### config.mk
export PLATFORM = sky130hd
export DESIGN_NAME = sorted_wakeup_timer_queue
export DESIGN_NICKNAME = d
export VERILOG_FILES = /design/src/design/swtq_pkg.sv /design/src/design/swtq_ctrl.sv /design/src/design/swtq_datapath.sv /design/src/design/sorted_wakeup_timer_queue.sv
export VERILOG_INCLUDE_DIRS = /design/src /design/src/design
export SDC_FILE = /design/constraint.sdc
export NUM_CORES = 2
export LEC_CHECK = 0
export BUFFER_PORTS_ARGS = -buffer_cell sky130_fd_sc_hd__buf_2
export CORE_UTILIZATION = 56
export CTS_BUF_LIST = sky130_fd_sc_hd__clkbuf_8 sky130_fd_sc_hd__clkbuf_16
export DETAILED_ROUTE_END_ITERATION = 10
export GPL_TIMING_DRIVEN = 1
export PLACE_DENSITY_LB_ADDON = 0.12
export SKIP_CTS_REPAIR_TIMING = 1
export SLEW_MARGIN = 15
export SYNTH_ARGS = -nofsm -noshare
export SYNTH_HDL_FRONTEND = slang
export SYNTH_SLANG_ARGS = --single-unit
export TNS_END_PERCENT = 20
### constraint.sdc
create_clock -name clk -period 19.2 [get_ports clk]
set_clock_uncertainty 0.15 [all_clocks]
set_input_delay 4.8 -clock clk [delete_from_list [all_inputs] [get_ports clk]]
set_output_delay 4.8 -clock clk [all_outputs]
set_load 0.1 [all_outputs]
### src/design/sorted_wakeup_timer_queue_assert.svh
// Assertion macros used by the sorted wakeup timer queue datapath.
`ifndef SORTED_WAKEUP_TIMER_QUEUE_ASSERT_SVH
`define SORTED_WAKEUP_TIMER_QUEUE_ASSERT_SVH

// Same-cycle implication, checked out of reset.
`define SWTQ_ASSERT_NOW(label, clk, rst_n, ante, cons) \
  label: assert property (@(posedge clk) disable iff (!rst_n) (ante) |-> (cons)) \
    else $error("sorted wakeup timer queue: same-cycle check failed");

// Next-cycle implication, checked out of reset.
`define SWTQ_ASSERT_NEXT(label, clk, rst_n, ante, cons) \
  label: assert property (@(posedge clk) disable iff (!rst_n) (ante) |=> (cons)) \
    else $error("sorted wakeup timer queue: next-cycle check failed");

`endif

### src/design/swtq_pkg.sv
// Types, codes and constants shared by the sorted wakeup timer queue modules.
package swtq_pkg;

  localparam int DEPTH_DEFAULT = 16;
  localparam int TPS_W = 30;
  localparam logic [TPS_W-1:0] TPS_RESET = 30'd1000000;

  localparam logic KIND_STATUS = 1'b0;
  localparam logic KIND_WAKE   = 1'b1;

  localparam logic [1:0] ST_DONE     = 2'd0;
  localparam logic [1:0] ST_QUEUED   = 2'd1;
  localparam logic [1:0] ST_NEGATIVE = 2'd2;
  localparam logic [1:0] ST_FULL     = 2'd3;

  typedef struct packed {
    logic               req_type;
    logic [15:0]        requester_id;
    logic signed [31:0] sleep_seconds;
    logic [63:0]        now_time;
  } in_item_t;

  typedef struct packed {
    logic        result_kind;
    logic [1:0]  status;
    logic [15:0] woken_id;
    logic        last;
  } out_item_t;

  // Commands from the controller to the datapath.
  typedef struct packed {
    logic       cap;
    logic       mul;
    logic       ins_init;
    logic       add;
    logic       rd_head;
    logic       rd_prev;
    logic       wr_shift;
    logic       wr_new;
    logic       pop;
    logic       emit;
    logic       emit_kind;
    logic [1:0] emit_status;
    logic       emit_last;
    logic       emit_pend;
  } ctrl_cmd_t;

  // Status from the datapath to the controller.
  typedef struct packed {
    logic is_tick;
    logic is_neg;
    logic is_zero;
    logic full;
    logic empty;
    logic last_entry;
    logic k_zero;
    logic rd_later;
    logic rd_due;
  } dp_status_t;

endpackage

### src/design/swtq_ctrl.sv
// Controller state machine of the sorted wakeup timer queue.
module swtq_ctrl (
  input  logic                 clk,
  input  logic                 rst_n,
  input  logic                 start,
  output logic                 busy,
  input  swtq_pkg::dp_status_t sts,
  output swtq_pkg::ctrl_cmd_t  cmd
);
  import swtq_pkg::*;

  typedef enum logic [3:0] {
    S_IDLE, S_DECIDE, S_MUL, S_ADD, S_INS_CHK, S_INS_CMP, S_T_RD, S_T_CMP, S_T_FIN
  } state_t;

  state_t state_r, state_nxt;
  logic   pend_r, pend_nxt;

  assign busy = (state_r != S_IDLE);

  always_comb begin
    state_nxt = state_r;
    pend_nxt  = pend_r;
    cmd       = '0;
    unique case (state_r)
      S_IDLE: begin
        if (start) begin
          cmd.cap   = 1'b1;
          state_nxt = S_DECIDE;
        end
      end
      S_DECIDE: begin
        pend_nxt = 1'b0;
        if (sts.is_tick) begin
          state_nxt = sts.empty ? S_IDLE : S_T_RD;
        end else if (sts.is_neg || sts.is_zero || sts.full) begin
          cmd.emit        = 1'b1;
          cmd.emit_kind   = KIND_STATUS;
          cmd.emit_last   = 1'b1;
          cmd.emit_status = sts.is_neg ? ST_NEGATIVE : (sts.is_zero ? ST_DONE : ST_FULL);
          state_nxt       = S_IDLE;
        end else begin
          state_nxt = S_MUL;
        end
      end
      S_MUL: begin
        cmd.mul      = 1'b1;
        cmd.ins_init = 1'b1;
        state_nxt    = S_ADD;
      end
      S_ADD: begin
        cmd.add   = 1'b1;
        state_nxt = S_INS_CHK;
      end
      S_INS_CHK: begin
        if (sts.k_zero) begin
          cmd.wr_new      = 1'b1;
          cmd.emit        = 1'b1;
          cmd.emit_kind   = KIND_STATUS;
          cmd.emit_status = ST_QUEUED;
          cmd.emit_last   = 1'b1;
          state_nxt       = S_IDLE;
        end else begin
          cmd.rd_prev = 1'b1;
          state_nxt   = S_INS_CMP;
        end
      end
      S_INS_CMP: begin
        if (sts.rd_later) begin
          cmd.wr_shift = 1'b1;
          state_nxt    = S_INS_CHK;
        end else begin
          cmd.wr_new      = 1'b1;
          cmd.emit        = 1'b1;
          cmd.emit_kind   = KIND_STATUS;
          cmd.emit_status = ST_QUEUED;
          cmd.emit_last   = 1'b1;
          state_nxt       = S_IDLE;
        end
      end
      S_T_RD: begin
        cmd.rd_head = 1'b1;
        state_nxt   = S_T_CMP;
      end
      S_T_CMP: begin
        cmd.emit_kind   = KIND_WAKE;
        cmd.emit_status = ST_DONE;
        cmd.emit_pend   = 1'b1;
        if (sts.rd_due) begin
          cmd.emit      = pend_r;
          cmd.emit_last = 1'b0;
          cmd.pop       = 1'b1;
          pend_nxt      = 1'b1;
          state_nxt     = sts.last_entry ? S_T_FIN : S_T_RD;
        end else begin
          cmd.emit      = pend_r;
          cmd.emit_last = 1'b1;
          pend_nxt      = 1'b0;
          state_nxt     = S_IDLE;
        end
      end
      S_T_FIN: begin
        cmd.emit        = 1'b1;
        cmd.emit_kind   = KIND_WAKE;
        cmd.emit_status = ST_DONE;
        cmd.emit_pend   = 1'b1;
        cmd.emit_last   = 1'b1;
        pend_nxt        = 1'b0;
        state_nxt       = S_IDLE;
      end
      default: state_nxt = S_IDLE;
    endcase
  end

  always_ff @(posedge clk) begin
    if (!rst_n) begin
      state_r <= S_IDLE;
      pend_r  <= 1'b0;
    end else begin
      state_r <= state_nxt;
      pend_r  <= pend_nxt;
    end
  end

endmodule

### src/design/swtq_datapath.sv
// Datapath of the sorted wakeup timer queue: request registers, deadline math and the store.
`include "sorted_wakeup_timer_queue_assert.svh"
module swtq_datapath #(
  parameter int DEPTH = swtq_pkg::DEPTH_DEFAULT
) (
  input  logic                        clk,
  input  logic                        rst_n,
  input  swtq_pkg::in_item_t          in_data,
  input  logic [swtq_pkg::TPS_W-1:0]  ticks_per_second,
  input  swtq_pkg::ctrl_cmd_t         cmd,
  output swtq_pkg::dp_status_t        sts,
  output logic                        out_strobe,
  output swtq_pkg::out_item_t         out_data
);
  import swtq_pkg::*;

  localparam int AW = $clog2(DEPTH);
  localparam int CW = $clog2(DEPTH + 1);
  localparam int DLY_W = 31 + TPS_W;

  // Captured request.
  logic               type_r;
  logic [15:0]        id_r;
  logic [31:0]        sec_r;
  logic [63:0]        now_r;
  logic [DLY_W-1:0]   delay_r;
  logic [63:0]        deadline_r;

  // Queue bookkeeping: circular buffer with head pointer.
  logic [AW-1:0]      head_r, head_nxt;
  logic [CW-1:0]      count_r, count_nxt;
  logic [AW-1:0]      p_r;
  logic [CW-1:0]      k_r;
  logic [15:0]        pend_id_r;

  logic [63:0]        mem_dl [DEPTH];
  logic [15:0]        mem_id [DEPTH];
  logic [63:0]        rd_dl_r;
  logic [15:0]        rd_id_r;

  logic [AW-1:0]      p_prev, head_next, rd_addr, tail;
  logic [CW:0]        tail_sum;
  logic [64:0]        dl_sum;
  logic               out_valid_r;
  out_item_t          out_r;

  assign p_prev    = (p_r == '0) ? AW'(DEPTH - 1) : p_r - 1'b1;
  assign head_next = (head_r == AW'(DEPTH - 1)) ? '0 : head_r + 1'b1;
  assign rd_addr   = cmd.rd_head ? head_r : p_prev;
  assign tail_sum  = (CW+1)'(head_r) + (CW+1)'(count_r);
  always_comb begin
    if (tail_sum >= (CW+1)'(DEPTH)) tail = AW'(tail_sum - (CW+1)'(DEPTH));
    else                            tail = AW'(tail_sum);
  end
  assign dl_sum = {1'b0, now_r} + 65'(delay_r);

  always_ff @(posedge clk) begin
    if (cmd.cap) begin
      type_r <= in_data.req_type;
      id_r   <= in_data.requester_id;
      sec_r  <= in_data.sleep_seconds;
      now_r  <= in_data.now_time;
    end
    if (cmd.mul) delay_r <= DLY_W'(sec_r[30:0]) * DLY_W'(ticks_per_second);
    if (cmd.add) deadline_r <= dl_sum[64] ? '1 : dl_sum[63:0];
    if (cmd.ins_init) begin
      p_r <= tail;
      k_r <= count_r;
    end else if (cmd.wr_shift) begin
      p_r <= p_prev;
      k_r <= k_r - 1'b1;
    end
    if (cmd.pop) pend_id_r <= rd_id_r;
  end

  // Store: one write port at the insertion pointer, one registered read port.
  always_ff @(posedge clk) begin
    if (cmd.wr_shift) begin
      mem_dl[p_r] <= rd_dl_r;
      mem_id[p_r] <= rd_id_r;
    end else if (cmd.wr_new) begin
      mem_dl[p_r] <= deadline_r;
      mem_id[p_r] <= id_r;
    end
    if (cmd.rd_head || cmd.rd_prev) begin
      rd_dl_r <= mem_dl[rd_addr];
      rd_id_r <= mem_id[rd_addr];
    end
  end

  always_comb begin
    head_nxt  = head_r;
    count_nxt = count_r;
    if (cmd.wr_new) count_nxt = count_r + 1'b1;
    if (cmd.pop) begin
      count_nxt = count_r - 1'b1;
      head_nxt  = head_next;
    end
  end

  always_ff @(posedge clk) begin
    if (!rst_n) begin
      head_r      <= '0;
      count_r     <= '0;
      out_valid_r <= 1'b0;
    end else begin
      head_r      <= head_nxt;
      count_r     <= count_nxt;
      out_valid_r <= cmd.emit;
    end
  end

  always_ff @(posedge clk) begin
    if (cmd.emit) begin
      out_r.result_kind <= cmd.emit_kind;
      out_r.status      <= cmd.emit_status;
      out_r.woken_id    <= cmd.emit_pend ? pend_id_r : id_r;
      out_r.last        <= cmd.emit_last;
    end
  end

  assign out_strobe = out_valid_r;
  assign out_data   = out_r;

  assign sts.is_tick    = type_r;
  assign sts.is_neg     = sec_r[31];
  assign sts.is_zero    = (sec_r == '0);
  assign sts.full       = (count_r == CW'(DEPTH));
  assign sts.empty      = (count_r == '0);
  assign sts.last_entry = (count_r == CW'(1));
  assign sts.k_zero     = (k_r == '0);
  assign sts.rd_later   = (rd_dl_r > deadline_r);
  assign sts.rd_due     = (rd_dl_r <= now_r);

  `SWTQ_ASSERT_NOW(a_count_range, clk, rst_n, 1'b1, count_r <= CW'(DEPTH))
  `SWTQ_ASSERT_NOW(a_pop_nonempty, clk, rst_n, cmd.pop, count_r != '0 && !cmd.wr_new)
  `SWTQ_ASSERT_NEXT(a_insert_grows, clk, rst_n, cmd.wr_new, count_r == $past(count_r) + 1'b1)

endmodule

### src/design/sorted_wakeup_timer_queue.sv
// Top level of the sorted wakeup timer queue: register port and module wiring.
//
// A deadline queue kept in ascending wakeup order in a small memory.
// Input channel: an item is transferred at a rising edge with start high and
// busy low. A sleep request (req_type 0) gives requester_id, sleep_seconds and
// now_time; a clock tick (req_type 1) gives only now_time.
// Result channel: each result sits on out_data for exactly one cycle with
// out_strobe high; the receiver cannot stall, so none is ever held back.
// A sleep request gives one status result: rejects and zero counts come from
// the decide step, a queued request after the multiply, add and insertion
// steps, where the insertion moves each later entry up one slot with one
// memory read and one write. A clock tick pops due entries from the head and
// gives one wake notice for each; notices are paced by the registered read of
// the store, and the notice for a popped entry is issued at the following head
// compare, or in a final step when the tick empties the queue. A tick with
// nothing due gives no result. busy stays high until the last result is issued.
// The APB-style port holds ticks_per_second at byte address 0; write it only
// while busy is low. Reset empties the queue and restores ticks_per_second to
// its default; the store contents themselves are not cleared.
module sorted_wakeup_timer_queue #(
  parameter int QUEUE_DEPTH = swtq_pkg::DEPTH_DEFAULT
) (
  input  logic                clk,
  input  logic                rst_n,
  input  logic                start,
  output logic                busy,
  input  swtq_pkg::in_item_t  in_data,
  output logic                out_strobe,
  output swtq_pkg::out_item_t out_data,
  input  logic                psel,
  input  logic                penable,
  input  logic                pwrite,
  input  logic [2:0]          paddr,
  input  logic [31:0]         pwdata,
  output logic [31:0]         prdata,
  output logic                pready
);
  import swtq_pkg::*;

  logic [TPS_W-1:0] tps_r;
  ctrl_cmd_t        cmd;
  dp_status_t       sts;

  // Register index is paddr[2]; only index zero exists.
  always_ff @(posedge clk) begin
    if (!rst_n) begin
      tps_r <= TPS_RESET;
    end else if (psel && penable && pwrite && !paddr[2]) begin
      tps_r <= pwdata[TPS_W-1:0];
    end
  end

  assign pready = 1'b1;
  assign prdata = paddr[2] ? 32'd0 : 32'(tps_r);

  swtq_ctrl u_ctrl (
    .clk   (clk),
    .rst_n (rst_n),
    .start (start),
    .busy  (busy),
    .sts   (sts),
    .cmd   (cmd)
  );

  swtq_datapath #(
    .DEPTH (QUEUE_DEPTH)
  ) u_datapath (
    .clk              (clk),
    .rst_n            (rst_n),
    .in_data          (in_data),
    .ticks_per_second (tps_r),
    .cmd              (cmd),
    .sts              (sts),
    .out_strobe       (out_strobe),
    .out_data         (out_data)
  );

endmodule
==> results.yml <==
status:
  status: "finished, final reports clean"
setup_path:
  end_kind: "output pin"
  cp_max_fo: 32
  crit_family: "buffers and inverters"
  reg2reg_from: "tps_r[7]"
  worstRegToRegCells: 25
  critical_path_arrival_ns: 5.73
  path_cells: "buf_2 > nor2b_1 > buf_2"
  path_common_cell: "buf_2"
  path_class: "in2out"
  reg2reg_to: "u_datapath.delay_r[53]"
  start_kind: "primary input"
  crit_buf_inv: 2
  r2r_slack_ns: 10.32
  max_stage_delay_ns: 0.44
  crit_required_ns: 14.25
  worst_path_max_delay_cell: "buf_2"
pwr:
  comb_power_share: 0.446
  switchingPower_mw: 5.30
  p_seq_frac: 0.314
  p_total_mw: 13.9
  ir_drop_mv: 0.283
  clkPwrFrac: 0.240
  p_sw_frac: 0.382
  power_density_nw_per_um2: 126
  intPower_mw: 8.58
  p_leak_nw: 44.0
die:
  dieArea_um2: 182000
  ioPinCount: 209
  fp.dieH_um: 426
  rows: 155
  die_width_um: 426
  core_um2: 179000
  start_util: 0.564
routing:
  drc: 0
  vias_per_cell: 5.95
  drt_iter0_drc: 4879
  postRouteAntennaNets: 0
  vias: 59100
  dr.pass1.iters: 5
  wl_per_cell_um: 25.0
  wirelength_mm: 248
placed_design:
  port_buffers: 201
  globalplace.congestion: 0.919
  pre_cts_slack_ns: 8.52
  dp_hpwl_mm: 160
cts:
  clk_latency_ns: 0.85
  cts.sinks: 1688
  cts-root-buf: "clkbuf_16"
  cts.path.max_buffers: 3
  numCtsBuffers: 173
  cts_tree: "yes"
  htree_levels: 4
  clk_pin_slew_ns: 0.06
final_layout:
  area_delta_synth_final_pct: 9.21
  final_nets: 8851
  post-route-util: 0.616
  drive_gt1_frac: 0.139
  nFillCells: 13500
  regArea_um2: 50300
  multi_input_area_um2: 45500
synth:
  syn_area_um2: 101000
  yosysWarnings: 0
  async_flop_share: 0
  synthCells: 7315
  synth.distinct_cells: 77
  synth_ff_type: "edfxtp_1"
  ys_ff_latch: 1688
  avgSynthCellArea_um2: 13.8
  seq_area_frac_synth: 0.498
  synth_edf_count: 1643
global_routing:
  first_global_vias: 61100
  overflow: 0
  grt_use_total: 0.279
  antenna_found_initial: 4
  grt_pass1_wl_mm: 376
  grt_max_degree: 130
sta:
  period_share: 0.556
  max_freq_mhz: 93.6
  setup_viol: 0
  setup_tns_ns: 0
  maxSlewViolCount: 0
  period_needed_ns: 10.68
  layout_setup_ws_ns: 8.52
  tightest_slew_ns: 1.09
  max_slew_margin: 0.270
  rsz0062_at_grt: "false"
  timing.final.hold_violations: 0
worst_hold_path:
  min_from: "u_datapath.rd_id_r[5]"
  hold-path-endpoint: "u_datapath.pend_id_r[5]"
  whs_path_depth: 0
  hold_class: "reg2reg"
job:
  cap_violations: 0
area by class of cell:
type,instances,area share
Sequential cell,1688,0.457
Multi-Input combinational cell,4257,0.413
Clock buffer,174,0.0396
Inverter,1004,0.0342
Tap cell,2355,0.0268
Timing Repair Buffer,312,0.0172
Clock inverter,146,0.0123
Antenna cell,2,0.0000455
cells in the mapped netlist, types with 96 or more instances:
cell type / n / share of area
and2_1: 577 / 0.036
inv_1: 1004 / 0.037
clkbuf_1: 294 / 0.011
mux2_2: 99 / 0.011
fa_1: 810 / 0.16
mux4_2: 320 / 0.071
ha_1: 451 / 0.056
nor2b_1: 131 / 0.0081
a211oi_1: 96 / 0.0071
edfxtp_1: 1643 / 0.49
nand2_1: 590 / 0.022
a21o_1: 132 / 0.0098
a21oi_1: 271 / 0.013
worst reg2reg max path: cells and delay by family (launching register included):
kind,cells,cell delay (ns)
and+or+nand+nor,4,1.37
xor gates and xnor gates,1,0.08
adders and majority gates,9,4.37
AOI/OAI and AO/OA,7,1.54
DFF,1,0.92
buffers and inverters,4,0.21
layout by cell type (no fill, tap or decap), drive strengths merged, types with 133 or more instances in the layout:
cell | netlist | final
a21oi | 273 | 273
ha | 451 | 451
clkbuf | 295 | 174
fa | 810 | 810
inv | 1004 | 1044
a21o | 133 | 133
edfxtp | 1643 | 1643
nand2 | 590 | 590
buf | 72 | 312
mux4 | 320 | 320
and2 | 577 | 577
logic make-up (layout without fill, tap and decap cells):
family / after synthesis / after routing / synth area share
simple gates: 1627 / 1627 / 0.0840
mux: 509 / 509 / 0.0915
xor+xnor: 115 / 115 / 0.00999
compound gates: 742 / 742 / 0.0472
flops: 1688 / 1688 / 0.498
buf+inv: 1371 / 1636 / 0.0519
fa+ha+maj: 1261 / 1261 / 0.217
other cells: 2 / 5 / 0.0000745
stage by stage:
stage	hold WS, ns	area (um^2)	cells
floorplan	0.272	101000	7316
global placement	0.278	104000	9615
detailed placement	0.286	104000	9615
CTS	0.299	110000	9935
global route	0.302	110000	9936
finish	0.304	110000	9938
power by group through the flow:
stage               Clock, mW  Sequential [mW]  Combinational, mW
floorplan                   0             4.40               4.45
detailed placement          0             4.44               6.15
CTS                      3.39             4.37               6.22
finish                   3.33             4.36               6.19
global placement            0             4.44               6.11
global route             3.53             4.36               6.93
metal layers:
layer,vias to the layer above,part of all wire,GRT usage
li1,25600,-,-
met1,31000,0.41,0.384
met2,2032,0.49,0.459
met3,397,0.061,0.0396
met4,0,0.034,0.0946
met5,-,0,0
sequential cells by signal (all words and copies together) (netlist names), 4 cells and up:
| signal | count |
|---|---|
| u_ctrl.state_r | 4 |
| u_datapath.rd_dl_r | 64 |
| u_datapath.mem_dl | 1024 |
| u_datapath.now_r | 64 |
| u_datapath.pend_id_r | 16 |
| u_datapath.deadline_r | 64 |
| u_datapath.out_data | 20 |
| tps_r | 30 |
| u_datapath.rd_id_r | 16 |
| u_datapath.sec_r | 32 |
| u_datapath.count_r | 5 |
| u_datapath.p_r | 4 |
| u_datapath.id_r | 16 |
| u_datapath.mem_id | 256 |
| u_datapath.head_r | 4 |
| u_datapath.k_r | 5 |
| u_datapath.delay_r | 61 |
worst max path at each step:
stage	to	slack, ns	from	cells past startpoint
2_1_floorplan	prdata[0]	7.92	paddr[2]	2
3_3_place_gp	prdata[27]	8.56	paddr[2]	3
3_5_place_dp	prdata[29]	8.52	paddr[2]	3
4_1_cts	prdata[29]	8.52	paddr[2]	3
5_1_grt	prdata[26]	8.43	paddr[2]	3
6_report	prdata[29]	8.52	paddr[2]	3
(Power assumes the default switching activity.)
